## src/sv/kcm_pkg.sv

```systemverilog
// Shared types and constants of the keystroke calculator with memory.
package kcm_pkg;

    localparam int OUT_WIDTH = 32;
    localparam int KEY_WIDTH = 5;

    typedef logic [KEY_WIDTH-1:0]        t_key;
    typedef logic signed [OUT_WIDTH-1:0] t_sword;

    localparam t_key KEY_DIGIT_MAX = 5'd9;
    localparam t_key KEY_ADD       = 5'd10;
    localparam t_key KEY_SUB       = 5'd11;
    localparam t_key KEY_MUL       = 5'd12;
    localparam t_key KEY_DIV       = 5'd13;
    localparam t_key KEY_EQU       = 5'd14;
    localparam t_key KEY_SIGN      = 5'd15;
    localparam t_key KEY_MCLR      = 5'd16;
    localparam t_key KEY_MRCL      = 5'd17;
    localparam t_key KEY_MPLUS     = 5'd18;
    localparam t_key KEY_MMINUS    = 5'd19;

    typedef enum logic [2:0] {
        OP_ADD = 3'd0,
        OP_SUB = 3'd1,
        OP_MUL = 3'd2,
        OP_DIV = 3'd3,
        OP_EQU = 3'd4
    } t_op;

    typedef enum logic [1:0] {
        ST_IDLE,
        ST_EXEC,
        ST_CALC,
        ST_DONE
    } t_state;

    typedef enum logic [2:0] {
        U_IDLE,
        U_NEGA,
        U_NEGB,
        U_STEP,
        U_FIX,
        U_DONE
    } t_ustate;

    typedef struct packed {
        logic start;
        logic div;
    } t_md_req;

    typedef struct packed {
        logic done;
        logic dz;
    } t_md_rsp;

endpackage

```

## src/sv/kcm_if.sv

```systemverilog
// Valid/ready channel interfaces for key items and result items.
interface kcm_key_if;
    logic          valid;
    logic          ready;
    kcm_pkg::t_key key;

    modport source (output valid, output key, input ready);
    modport sink   (input valid, input key, output ready);
endinterface

interface kcm_res_if;
    logic            valid;
    logic            ready;
    kcm_pkg::t_sword accumulator_value;
    kcm_pkg::t_sword entry_value;
    kcm_pkg::t_sword memory_value;
    logic            divide_by_zero;

    modport source (output valid, output accumulator_value, output entry_value,
                    output memory_value, output divide_by_zero, input ready);
    modport sink   (input valid, input accumulator_value, input entry_value,
                    input memory_value, input divide_by_zero, output ready);
endinterface

```

## src/sv/keystroke_calculator_with_memory.sv

```systemverilog
// Keystroke calculator with memory: key sequencer, state registers and result register.
// One key item at a time; ready is high only while the sequencer is idle.
// Keys with no multiply or divide: result registered through the exec and done states.
// Multiply and divide wait in the calc state for the shared one-bit-per-cycle unit; the
// next accept comes as the result register loads, later while an earlier result waits.
// Synchronous active-low reset: acc, entry, mem 0.
module keystroke_calculator_with_memory #(
    parameter int DATA_WIDTH = 32
) (
    input  logic       i_clk,
    input  logic       i_rst_n,
    kcm_key_if.sink    i_key,
    kcm_res_if.source  o_res
);

    localparam int DW = DATA_WIDTH;
    localparam int OW = kcm_pkg::OUT_WIDTH;

    kcm_pkg::t_state  r_state, n_state;
    kcm_pkg::t_key    r_key, n_key;
    logic             r_entering, n_entering;
    logic [DW-1:0]    r_entry, n_entry;
    logic [DW-1:0]    r_acc, n_acc;
    logic [DW-1:0]    r_mem, n_mem;
    kcm_pkg::t_op     r_pend, n_pend;
    logic [DW-1:0]    r_opres, n_opres;
    logic             r_dz, n_dz;
    logic             r_out_valid, n_out_valid;
    logic [OW-1:0]    r_out_acc, n_out_acc;
    logic [OW-1:0]    r_out_entry, n_out_entry;
    logic [OW-1:0]    r_out_mem, n_out_mem;
    logic             r_out_dz, n_out_dz;

    logic             s_is_digit;
    logic             s_is_opkey;
    logic             s_is_mem;
    logic             s_apply;
    logic             s_use_unit;
    logic             s_out_free;
    logic [DW-1:0]    s_times10;
    logic [DW-1:0]    s_digit;
    kcm_pkg::t_md_req s_req;
    kcm_pkg::t_md_rsp s_rsp;
    logic [DW-1:0]    s_unit_res;

    assign s_is_digit = (r_key <= kcm_pkg::KEY_DIGIT_MAX);
    assign s_is_opkey = (r_key >= kcm_pkg::KEY_ADD) && (r_key <= kcm_pkg::KEY_EQU);
    assign s_is_mem   = (r_key == kcm_pkg::KEY_MPLUS) || (r_key == kcm_pkg::KEY_MMINUS);
    assign s_apply    = (s_is_opkey && r_entering) || s_is_mem;
    assign s_use_unit = s_apply && ((r_pend == kcm_pkg::OP_MUL) || (r_pend == kcm_pkg::OP_DIV));
    assign s_out_free = !r_out_valid || o_res.ready;
    assign s_times10  = {r_entry[DW-4:0], 3'b000} + {r_entry[DW-2:0], 1'b0};
    assign s_digit    = DW'(r_key);

    assign s_req.start = (r_state == kcm_pkg::ST_EXEC) && s_use_unit;
    assign s_req.div   = (r_pend == kcm_pkg::OP_DIV);

    kcm_muldiv #(
        .W (DW)
    ) u_muldiv (
        .i_clk    (i_clk),
        .i_rst_n  (i_rst_n),
        .i_req    (s_req),
        .i_a      (r_acc),
        .i_b      (r_entry),
        .o_rsp    (s_rsp),
        .o_result (s_unit_res)
    );

    always_comb begin
        n_state = r_state;
        unique case (r_state)
            kcm_pkg::ST_IDLE: begin
                if (i_key.valid) begin
                    n_state = kcm_pkg::ST_EXEC;
                end
            end
            kcm_pkg::ST_EXEC: begin
                n_state = s_use_unit ? kcm_pkg::ST_CALC : kcm_pkg::ST_DONE;
            end
            kcm_pkg::ST_CALC: begin
                if (s_rsp.done) begin
                    n_state = kcm_pkg::ST_DONE;
                end
            end
            kcm_pkg::ST_DONE: begin
                if (s_out_free) begin
                    n_state = kcm_pkg::ST_IDLE;
                end
            end
            default: n_state = kcm_pkg::ST_IDLE;
        endcase
    end

    always_comb begin
        n_key       = r_key;
        n_entering  = r_entering;
        n_entry     = r_entry;
        n_acc       = r_acc;
        n_mem       = r_mem;
        n_pend      = r_pend;
        n_opres     = r_opres;
        n_dz        = r_dz;
        n_out_valid = r_out_valid && !o_res.ready;
        n_out_acc   = r_out_acc;
        n_out_entry = r_out_entry;
        n_out_mem   = r_out_mem;
        n_out_dz    = r_out_dz;
        unique case (r_state)
            kcm_pkg::ST_IDLE: begin
                if (i_key.valid) begin
                    n_key = i_key.key;
                end
            end
            kcm_pkg::ST_EXEC: begin
                n_dz = 1'b0;
                if (s_is_digit) begin
                    n_opres = r_entry[DW-1] ? (s_times10 - s_digit) : (s_times10 + s_digit);
                end else begin
                    unique case (r_pend)
                        kcm_pkg::OP_ADD: n_opres = r_acc + r_entry;
                        kcm_pkg::OP_SUB: n_opres = r_acc - r_entry;
                        kcm_pkg::OP_EQU: n_opres = r_acc;
                        default:         n_opres = '0;
                    endcase
                end
            end
            kcm_pkg::ST_CALC: begin
                if (s_rsp.done) begin
                    n_opres = s_unit_res;
                    n_dz    = s_rsp.dz;
                end
            end
            kcm_pkg::ST_DONE: begin
                if (s_out_free) begin
                    priority if (s_is_digit) begin
                        n_entry    = r_entering ? r_opres : s_digit;
                        n_entering = 1'b1;
                    end else if (s_is_opkey) begin
                        if (r_entering) begin
                            n_acc      = r_opres;
                            n_entering = 1'b0;
                        end
                        n_pend = kcm_pkg::t_op'(3'(r_key - kcm_pkg::KEY_ADD));
                    end else if (r_key == kcm_pkg::KEY_SIGN) begin
                        n_entry = '0 - r_entry;
                    end else if (r_key == kcm_pkg::KEY_MCLR) begin
                        n_mem = '0;
                    end else if (r_key == kcm_pkg::KEY_MRCL) begin
                        n_acc = r_mem;
                    end else if (s_is_mem) begin
                        n_mem      = (r_key == kcm_pkg::KEY_MPLUS) ? (r_mem + r_opres)
                                                                   : (r_mem - r_opres);
                        n_acc      = '0;
                        n_entry    = '0;
                        n_pend     = kcm_pkg::OP_ADD;
                        n_entering = 1'b0;
                    end else begin
                    end
                    n_out_valid = 1'b1;
                    n_out_acc   = OW'(n_acc);
                    n_out_entry = OW'(n_entry);
                    n_out_mem   = OW'(n_mem);
                    n_out_dz    = r_dz;
                end
            end
            default: begin
            end
        endcase
    end

    always_ff @(posedge i_clk) begin
        if (!i_rst_n) begin
            r_state     <= kcm_pkg::ST_IDLE;
            r_entering  <= 1'b0;
            r_entry     <= '0;
            r_acc       <= '0;
            r_mem       <= '0;
            r_pend      <= kcm_pkg::OP_ADD;
            r_dz        <= 1'b0;
            r_out_valid <= 1'b0;
        end else begin
            r_state     <= n_state;
            r_entering  <= n_entering;
            r_entry     <= n_entry;
            r_acc       <= n_acc;
            r_mem       <= n_mem;
            r_pend      <= n_pend;
            r_dz        <= n_dz;
            r_out_valid <= n_out_valid;
        end
        r_key       <= n_key;
        r_opres     <= n_opres;
        r_out_acc   <= n_out_acc;
        r_out_entry <= n_out_entry;
        r_out_mem   <= n_out_mem;
        r_out_dz    <= n_out_dz;
    end

    assign i_key.ready             = (r_state == kcm_pkg::ST_IDLE);
    assign o_res.valid             = r_out_valid;
    assign o_res.accumulator_value = r_out_acc;
    assign o_res.entry_value       = r_out_entry;
    assign o_res.memory_value      = r_out_mem;
    assign o_res.divide_by_zero    = r_out_dz;

    a_unit_done_in_calc: assert property (@(posedge i_clk) disable iff (!i_rst_n)
        s_rsp.done |-> (r_state == kcm_pkg::ST_CALC))
        else $error("multiply/divide unit finished outside of a calculation");

    a_dz_only_on_div: assert property (@(posedge i_clk) disable iff (!i_rst_n)
        ((r_state == kcm_pkg::ST_DONE) && r_dz) |-> (r_pend == kcm_pkg::OP_DIV))
        else $error("divide-by-zero flag without a pending divide");

    a_accept_to_exec: assert property (@(posedge i_clk) disable iff (!i_rst_n)
        (i_key.valid && i_key.ready) |=> (r_state == kcm_pkg::ST_EXEC))
        else $error("accepted item did not start execution");

endmodule

```

## src/sv/kcm_muldiv.sv

```systemverilog
// Iterative shift-add multiplier and restoring signed divider on one shared adder.
module kcm_muldiv #(
    parameter int W = 32
) (
    input  logic             i_clk,
    input  logic             i_rst_n,
    input  kcm_pkg::t_md_req i_req,
    input  logic [W-1:0]     i_a,
    input  logic [W-1:0]     i_b,
    output kcm_pkg::t_md_rsp o_rsp,
    output logic [W-1:0]     o_result
);

    localparam int CW = $clog2(W);

    kcm_pkg::t_ustate r_ust, n_ust;
    logic             r_div, n_div;
    logic [W-1:0]     r_a, n_a;
    logic [W-1:0]     r_b, n_b;
    logic [W-1:0]     r_p, n_p;
    logic [W-1:0]     r_res, n_res;
    logic [CW-1:0]    r_cnt, n_cnt;
    logic             r_neg, n_neg;
    logic             r_dz, n_dz;

    logic [W:0]       s_x, s_y;
    logic             s_sub;
    logic [W+1:0]     s_sum;
    logic             s_ge;
    logic             s_last;

    assign s_sum  = {1'b0, s_x} + {1'b0, (s_sub ? ~s_y : s_y)} + (W+2)'(s_sub);
    assign s_ge   = s_sum[W+1];
    assign s_last = (r_cnt == CW'(W-1));

    always_comb begin
        s_x   = '0;
        s_y   = '0;
        s_sub = 1'b0;
        unique case (r_ust)
            kcm_pkg::U_NEGA: begin
                s_y   = {1'b0, r_a};
                s_sub = 1'b1;
            end
            kcm_pkg::U_NEGB: begin
                s_y   = {1'b0, r_b};
                s_sub = 1'b1;
            end
            kcm_pkg::U_STEP: begin
                if (r_div) begin
                    s_x   = {r_p, r_a[W-1]};
                    s_y   = {1'b0, r_b};
                    s_sub = 1'b1;
                end else begin
                    s_x   = {1'b0, r_p};
                    s_y   = {1'b0, r_b};
                end
            end
            kcm_pkg::U_FIX: begin
                s_y   = {1'b0, r_a};
                s_sub = 1'b1;
            end
            default: begin
            end
        endcase
    end

    always_comb begin
        n_ust = r_ust;
        unique case (r_ust)
            kcm_pkg::U_IDLE: begin
                if (i_req.start) begin
                    if (i_req.div && (i_b == '0)) begin
                        n_ust = kcm_pkg::U_DONE;
                    end else if (i_req.div) begin
                        n_ust = kcm_pkg::U_NEGA;
                    end else begin
                        n_ust = kcm_pkg::U_STEP;
                    end
                end
            end
            kcm_pkg::U_NEGA: n_ust = kcm_pkg::U_NEGB;
            kcm_pkg::U_NEGB: n_ust = kcm_pkg::U_STEP;
            kcm_pkg::U_STEP: begin
                if (s_last) begin
                    n_ust = kcm_pkg::U_FIX;
                end
            end
            kcm_pkg::U_FIX:  n_ust = kcm_pkg::U_DONE;
            kcm_pkg::U_DONE: n_ust = kcm_pkg::U_IDLE;
            default:         n_ust = kcm_pkg::U_IDLE;
        endcase
    end

    always_comb begin
        n_div = r_div;
        n_a   = r_a;
        n_b   = r_b;
        n_p   = r_p;
        n_res = r_res;
        n_cnt = r_cnt;
        n_neg = r_neg;
        n_dz  = r_dz;
        unique case (r_ust)
            kcm_pkg::U_IDLE: begin
                if (i_req.start) begin
                    n_div = i_req.div;
                    n_a   = i_a;
                    n_b   = i_b;
                    n_p   = '0;
                    n_cnt = '0;
                    n_neg = i_a[W-1] ^ i_b[W-1];
                    n_dz  = i_req.div && (i_b == '0);
                    n_res = i_a;
                end
            end
            kcm_pkg::U_NEGA: begin
                if (r_a[W-1]) begin
                    n_a = s_sum[W-1:0];
                end
            end
            kcm_pkg::U_NEGB: begin
                if (r_b[W-1]) begin
                    n_b = s_sum[W-1:0];
                end
            end
            kcm_pkg::U_STEP: begin
                n_cnt = r_cnt + CW'(1);
                if (r_div) begin
                    n_p = s_ge ? s_sum[W-1:0] : s_x[W-1:0];
                    n_a = {r_a[W-2:0], s_ge};
                end else begin
                    if (r_a[0]) begin
                        n_p = s_sum[W-1:0];
                    end
                    n_b = {r_b[W-2:0], 1'b0};
                    n_a = {1'b0, r_a[W-1:1]};
                end
            end
            kcm_pkg::U_FIX: begin
                if (r_div) begin
                    n_res = r_neg ? s_sum[W-1:0] : r_a;
                end else begin
                    n_res = r_p;
                end
            end
            default: begin
            end
        endcase
    end

    always_ff @(posedge i_clk) begin
        if (!i_rst_n) begin
            r_ust <= kcm_pkg::U_IDLE;
            r_dz  <= 1'b0;
        end else begin
            r_ust <= n_ust;
            r_dz  <= n_dz;
        end
        r_div <= n_div;
        r_a   <= n_a;
        r_b   <= n_b;
        r_p   <= n_p;
        r_res <= n_res;
        r_cnt <= n_cnt;
        r_neg <= n_neg;
    end

    assign o_rsp.done = (r_ust == kcm_pkg::U_DONE);
    assign o_rsp.dz   = r_dz;
    assign o_result   = r_res;

endmodule

```

## src/flat_wrapper.sv

```systemverilog
// flat-port wrapper written by rule: the top's interface ports become plain ports
module keystroke_calculator_with_memory_flat 
#(
    parameter int DATA_WIDTH = 32
)
  (i_clk, i_rst_n, i_key_valid, i_key_key, i_key_ready, o_res_valid, o_res_accumulator_value, o_res_entry_value, o_res_memory_value, o_res_divide_by_zero, o_res_ready);
  kcm_key_if i_key_i ();
  kcm_res_if o_res_i ();
  input  logic i_clk;
  input  logic i_rst_n;
  input wire logic [$bits(i_key_i.valid)-1:0] i_key_valid;
  input wire logic [$bits(i_key_i.key)-1:0] i_key_key;
  output wire logic [$bits(i_key_i.ready)-1:0] i_key_ready;
  output wire logic [$bits(o_res_i.valid)-1:0] o_res_valid;
  output wire logic [$bits(o_res_i.accumulator_value)-1:0] o_res_accumulator_value;
  output wire logic [$bits(o_res_i.entry_value)-1:0] o_res_entry_value;
  output wire logic [$bits(o_res_i.memory_value)-1:0] o_res_memory_value;
  output wire logic [$bits(o_res_i.divide_by_zero)-1:0] o_res_divide_by_zero;
  input wire logic [$bits(o_res_i.ready)-1:0] o_res_ready;
  assign i_key_i.valid = i_key_valid;
  assign i_key_i.key = i_key_key;
  assign i_key_ready = i_key_i.ready;
  assign o_res_valid = o_res_i.valid;
  assign o_res_accumulator_value = o_res_i.accumulator_value;
  assign o_res_entry_value = o_res_i.entry_value;
  assign o_res_memory_value = o_res_i.memory_value;
  assign o_res_divide_by_zero = o_res_i.divide_by_zero;
  assign o_res_i.ready = o_res_ready;
  keystroke_calculator_with_memory #(.DATA_WIDTH(DATA_WIDTH)) u_core (.i_clk(i_clk), .i_rst_n(i_rst_n), .i_key(i_key_i), .o_res(o_res_i));
endmodule
```

## config.mk

```make
export PLATFORM = sky130hd
export DESIGN_NAME = keystroke_calculator_with_memory_flat
export DESIGN_NICKNAME = d
export VERILOG_FILES = /design/src/sv/kcm_pkg.sv /design/src/sv/kcm_if.sv /design/src/sv/keystroke_calculator_with_memory.sv /design/src/sv/kcm_muldiv.sv /design/src/flat_wrapper.sv
export SDC_FILE = /design/constraint.sdc
export NUM_CORES = 1
export LEC_CHECK = 0
export BUFFER_PORTS_ARGS = -buffer_cell sky130_fd_sc_hd__clkbuf_2
export CAP_MARGIN = 20
export CORE_MARGIN = 2
export CORE_UTILIZATION = 65
export DETAILED_ROUTE_END_ITERATION = 8
export PLACE_DENSITY = 0.88
export SLEW_MARGIN = 40
export SYNTH_ARGS = -nofsm -noshare
export SYNTH_HDL_FRONTEND = slang
export SYNTH_SLANG_ARGS = --single-unit
```

## constraint.sdc

```tcl
create_clock -name i_clk -period 9.9 [get_ports i_clk]
set_input_delay 1.485 -clock i_clk [delete_from_list [all_inputs] [get_ports i_clk]]
set_output_delay 1.485 -clock i_clk [all_outputs]
set_load 0.03 [all_outputs]
```

Word-level counts from Yosys, hierarchy flattened
Index checks and enable logic that the tools add are counted.

Equality and inequality tests: 33. Bitwise operators: 3. $add $sub $neg: 12. Reductions and logical operators: 41. Magnitude comparators: 3. Mux-type cells: 75.

Operator list (count): two-way mux 32 bit (36); one-hot mux 32 bit (3 select lines) (3); one-hot mux 32 bit (2 select lines) (4); two-way mux 33 bit (3); adder 32 bit (3); subtractor 32 bit (2); adder 33 x 33 -> 34 bit (1); adder 34 x 1 -> 34 bit (1); NOT 32 -> 33 bit (1); adder 32 x 5 -> 32 bit (1); logical NOT 32 bit (1); subtractor 1 x 32 -> 32 bit (first input constant) (1); subtractor 32 x 5 -> 32 bit (1); == test 5 bit (second input constant) (5); two-way mux 3 bit (8); AND reduction 2 bit (8); one-hot mux 3 bit (5 select lines) (1); == test 3 x 2 -> 1 bit (second input constant) (4); != test 2 x 1 -> 1 bit (second input constant) (6); AND reduction 3 bit (4); two-way mux 1 bit (11); <= comparator 5 x 4 -> 1 bit (second input constant) (2); != test 2 bit (second input constant) (5); one-hot mux 5 bit (2 select lines) (1); 28 further kinds (54).

Input bits: 9. Word-level logic and storage cells: 192. Output and inout bits: 99. Flip-flop bits (word level): 377.

Depth between registers and ports, before layout
Word-level depth: 10. Mapped depth: 22. Depth with buffers taken out: 21.

Modules after synthesis
A second synthesis with hierarchy kept.

Cells, all modules: 3469. Area, all modules: 29374.4 µm².

By module, submodules not included: keystroke_calculator_with_memory (sequential area each 6105.9 µm², cells an instance 2284, area an instance 18806.8 µm², times used 1); kcm_muldiv (sequential area each 4134.0 µm², cells an instance 1185, area an instance 10567.6 µm², times used 1).

Least setup slack after synthesis
OpenSTA, ideal clock, no wires.

Path kind: register -> register. Start: register u_core.r_entry[1]. End: register u_core.r_opres[28] (data pin). Path buffers: 0. Setup time: 280 ps. Stages on the path, launching flop included: 20. Slack: 4415 ps. Period minus slack after synthesis: 5485 ps. Arrival: 5204 ps. Required time: 9620 ps. Cell sequence: dfxtp_1 -> inv_1 -> ha_1 -> or3b_2 -> or4b_2 -> or4_1 -> nor2_1 -> nor2_1 -> xnor2_1 -> ha_1 -> and3_1 -> a221o_1 -> a21o_1 -> o41ai_1 -> o211a_1 -> o31ai_1 -> xnor2_1 -> nor2_1 -> a2111oi_0 -> a221oi_1.

Cells in the longest elaborated chain, start to end: 5. Elaborated cells on any way between the ends: 9. Classes of those cells: add/sub: 5; mux: 4.

RTL lines: from (decl) (line keystroke_calculator_with_memory.sv:22) `logic [DW-1:0] r_entry, n_entry;`; from (signal assigned) (line keystroke_calculator_with_memory.sv:185) `r_entry <= n_entry;`; adder 32 bit (line keystroke_calculator_with_memory.sv:52) `assign s_times10 = {r_entry[DW-4:0], 3'b000} + {r_entry[DW-2:0], 1'b0};`; adder 32 x 5 -> 32 bit or subtractor 32 x 5 -> 32 bit (tied branches) (line keystroke_calculator_with_memory.sv:118) `n_opres = r_entry[DW-1] ? (s_times10 - s_digit) : (s_times10 + s_digit);`; two-way mux 32 bit (line keystroke_calculator_with_memory.sv:118); two-way mux 32 bit * (line keystroke_calculator_with_memory.sv:117) `if (s_is_digit) begin`; one-hot mux 32 bit (2 select lines) * (line keystroke_calculator_with_memory.sv:109) `unique case (r_state)`; via u_core.n_opres[28] (line keystroke_calculator_with_memory.sv:26) `logic [DW-1:0] r_opres, n_opres;`; to (signal assigned) (line keystroke_calculator_with_memory.sv:193) `r_opres <= n_opres;`; to (decl) (line keystroke_calculator_with_memory.sv:26).

The timed path passes the listed nets; every way through them passes the cells marked *. A chain may end at the register's enable or synchronous reset.

Worst setup path after layout
Start: register u_core.r_key[1]. End: register u_core.r_out_mem[29], in the netlist u_core.o_res.memory_value[29] (data pin).

Cells in the longest elaborated chain, start to end: 8. Elaborated cells on any way between the ends: 17. Classes of those cells: order compare: 3; eq/ne: 5; mux: 7; reduce/logical: 2.

RTL lines: from (decl) (line keystroke_calculator_with_memory.sv:20) `kcm_pkg::t_key r_key, n_key;`; from (signal assigned) (line keystroke_calculator_with_memory.sv:192) `r_key <= n_key;`; == test 5 bit, on equally long branches (line keystroke_calculator_with_memory.sv:48, keystroke_calculator_with_memory.sv:152); two-way mux 32 bit or logical OR 1 bit (tied branches) (line keystroke_calculator_with_memory.sv:152, keystroke_calculator_with_memory.sv:48); two-way mux 32 bit (line keystroke_calculator_with_memory.sv:151) `end else if (s_is_mem) begin`; two-way mux 32 bit (line keystroke_calculator_with_memory.sv:149) `end else if (r_key == kcm_pkg::KEY_MRCL) begin`; two-way mux 32 bit (line keystroke_calculator_with_memory.sv:147) `end else if (r_key == kcm_pkg::KEY_MCLR) begin`; two-way mux 32 bit (line keystroke_calculator_with_memory.sv:145) `end else if (r_key == kcm_pkg::KEY_SIGN) begin`; two-way mux 32 bit (line keystroke_calculator_with_memory.sv:139) `end else if (s_is_opkey) begin`; two-way mux 32 bit * (line keystroke_calculator_with_memory.sv:136) `priority if (s_is_digit) begin`; to (signal assigned) (line keystroke_calculator_with_memory.sv:196) `r_out_mem <= n_out_mem;`; to (decl) (line keystroke_calculator_with_memory.sv:31) `logic [OW-1:0] r_out_mem, n_out_mem;`.

Every way passes the cells marked *; elsewhere a longest branch is shown, timed or not.

==> run metrics <==
Worst-Skew Late Latency=0.59 ns; Die Area=0.0452 sq mm; Overall Power=6.63 mW; Slowest Stage Delay on Critical Path=0.67 ns; largest net degree at the start of global routing=110; fmax=161 MHz; Synth area leader=edfxtp_1; Clock Tree Buf Depth=3; Seq cells post-synth=377; Seq/Total Area, Yosys=36.2%; first-pass iteration count of the detailed router=9; nets=3431; Die W=213 um; worst hold stages=0; Vias per Instance=6.73; Min Clock Period, post-route=6.20 ns; dpl ws=3.62 ns; post-CTS sizing=0; Setup WS post-layout=3.70 ns; Top Family by Delay on Critical Path=compound AO/OA/AOI/OAI gates; core area=0.0430 sq mm; Post-synth top flop=edfxtp_1; Max VDD drop=129 uV; Root Driver=clkbuf_16; first-pass GRT wire length=136 mm; FF-to-FF path depth=19; worst hold slack=0.442 ns; run status=finished, final reports clean; routed wire length=87.5 mm; Rel. slew slack=39.3%; max-cap viol count=0; worst slew pin tran=0.910 ns; via count=26187; IO Pins=108; Layout Utilization=71.3%; ys async rst share=0%; CTS Hold Bufs=0; row cnt=76; critical path, cell by cell=nand2b_1 > nor2_2 > buf_4 > nand2_1 > o21ai_0 > nand2_1 > xor2_1 > ha_1 > a21oi_1 > o21bai_1 > a2111oi_0 > nor3_1 > a41oi_1 > o31ai_1 > a21o_1 > a21oi_1 > nor2_1 > a2111oi_0 > o31ai_1; DP HPWL=62.9 mm; CTS tree=done; grt ovf=0; H-tree levels=2; post-synth cell types=79; Post-Layout Cell Count=3889; Tot GR Track Use=38.4%; Critical R2R Launch=u_core.r_key[1]; leakage=11.9 nW; filler instances=3326; CP arrival=6.52 ns; Stages on worst setup path=19; Clock Sinks=377; hold_sp=u_core.r_dz; PwrDens=216 mW/mm^2; Setup Crit Path Kind=flop to flop; post-placement cell area=0.0292 sq mm; final setup fails=0; count leader, synth=nand2_1; unrepaired setup endpoints after global routing=false; Syn Area/Cell=8.62 sq um; post-CTS setup buffer count=0; WP data required=10.22 ns; Buf/Inv on CP=1; main area contributors after synthesis=edfxtp_1, dfxtp_1, ha_1; Port Buf Inserts=107; synth warn=0; Die Span Y=213 um; Final Skew=0.0238 ns; Hold Path End=u_core.o_res.divide_by_zero; top cell type's share of synthesized area=28.5%; R2R setup slack=3.70 ns; DRT antenna net count=0; Post-Synthesis Net Count=3443; drt first-iter violations=4007; Post-synth EDFFs=269; number of global-route vias before repair=24837; CTS clk-pin slew, worst paths=0.06 ns; CTS buffer count=42; n_diodes=0; Synth-to-Final Area Change=8.24%; Startpoint Class=flop; initial antenna violation count=0; share of cells above drive strength 1=9.72%; Critical-path top delay cell=edfxtp_1; CP max FO=33; WL/cell=22.5 um; CP endpoint kind=flop; final worst-path cycle share=62.6%; Worst Hold Class=flop to flop; Setup Total Neg Slack=0 ns; Initial Util=65.8%; Commonest cells post-synth=nand2_1, nor2_1, edfxtp_1, o21ai_0, a21oi_1; Final Cell Area=0.0306 sq mm; gpl congestion=0.946; reg-to-reg endpoint=u_core.o_res.memory_value[29]; Final Hold Vio Count=0; Placed Cells=3810; fin. max-slew vios=0; DR DRC count=0; Cell Area, Synth=0.0283 sq mm; Gate Count Post-Synth=3282
-- worst max path at each step --
stage	start	endpoint	slack (ns)
floorplan	u_core.r_entry[1]	u_core.r_opres[28]	4.42
global placement	u_core.r_entry[1]	u_core.r_opres[28]	3.65
detailed placement	u_core.r_entry[1]	u_core.r_opres[28]	3.62
CTS	u_core.r_entry[1]	u_core.r_opres[28]	3.56
global route	u_core.r_key[3]	u_core.o_res.memory_value[29]	3.27
finish	u_core.r_key[1]	u_core.o_res.memory_value[29]	3.70
-- layout make-up --
cell class / count / area [sq um] / area share (%)
Clock buffer: 53 / 1110 / 3.64
Clock inverter: 25 / 304 / 0.993
Inverter: 65 / 249 / 0.813
Multi-Input combinational cell: 2636 / 17100 / 56.0
Sequential cell: 377 / 10200 / 33.4
Tap cell: 585 / 732 / 2.39
Timing Repair Buffer: 148 / 848 / 2.77
-- power by group --
group	total (mW)	switching [mW]	leakage [nW]	internal (mW)
logic	2.83	1.71	7.77	1.12
registers	2.15	0.227	3.50	1.93
clock network	1.64	0.685	0.678	0.960
total	6.63	2.62	11.9	4.00
-- cell families (layout without fill, tap and decap cells) --
kind of cell	after synthesis	in the layout	synth area share, %
xor gates and xnor gates	234	234	7.24
buffers and inverters	269	291	3.62
DFF	377	377	36.2
adders and majority gates	152	152	6.88
AOI/OAI and AO/OA	972	972	22.2
and+or+nand+nor	1133	1133	18.4
muxes	145	145	5.39
-- worst register-to-register path, delay by kind of cell, from the launching register on --
kind	cells	cell delay, ns
AO/OA/AOI/OAI	10	3.10
XOR/XNOR	1	0.17
adder cells (fa/ha/maj)	1	0.37
buffers and inverters	1	0.42
flip-flops	1	0.67
AND/OR/NAND/NOR	6	1.21
-- layout by cell type, fill, tap and decap left out, drive strengths merged, types with 81 or more instances in the layout --
cell type,Yosys,layout
a21o,87,87
a21oi,235,235
a221oi,81,81
clkbuf,177,160
dfxtp,108,108
edfxtp,269,269
ha,146,146
mux2i,86,86
nand2,444,444
nor2,313,313
o21ai,259,259
xnor2,134,134
xor2,100,100
-- routing by layer --
layer	up-vias	share of wire (%)	track usage, %
met1	12364	40	52.2
met3	262	11	6.29
met2	1589	45	61.3
met4	0	4.0	15.4
met5	-	0	0
li1	11972	-	-
-- state kept, by name, indices dropped and copies added, names as in the netlist, 2 cells and up --
name	count
u_core.u_muldiv.r_ust	3
u_core.o_res.entry_value	32
u_core.r_mem	32
u_core.o_res.accumulator_value	32
u_core.u_muldiv.o_result	32
u_core.u_muldiv.r_b	32
u_core.u_muldiv.r_cnt	5
u_core.u_muldiv.r_p	32
u_core.r_entry	32
u_core.o_res.memory_value	32
u_core.r_key	5
u_core.r_state	2
u_core.r_acc	32
u_core.u_muldiv.r_a	32
u_core.r_opres	32
u_core.r_pend	3
(Power assumes the default switching activity.)
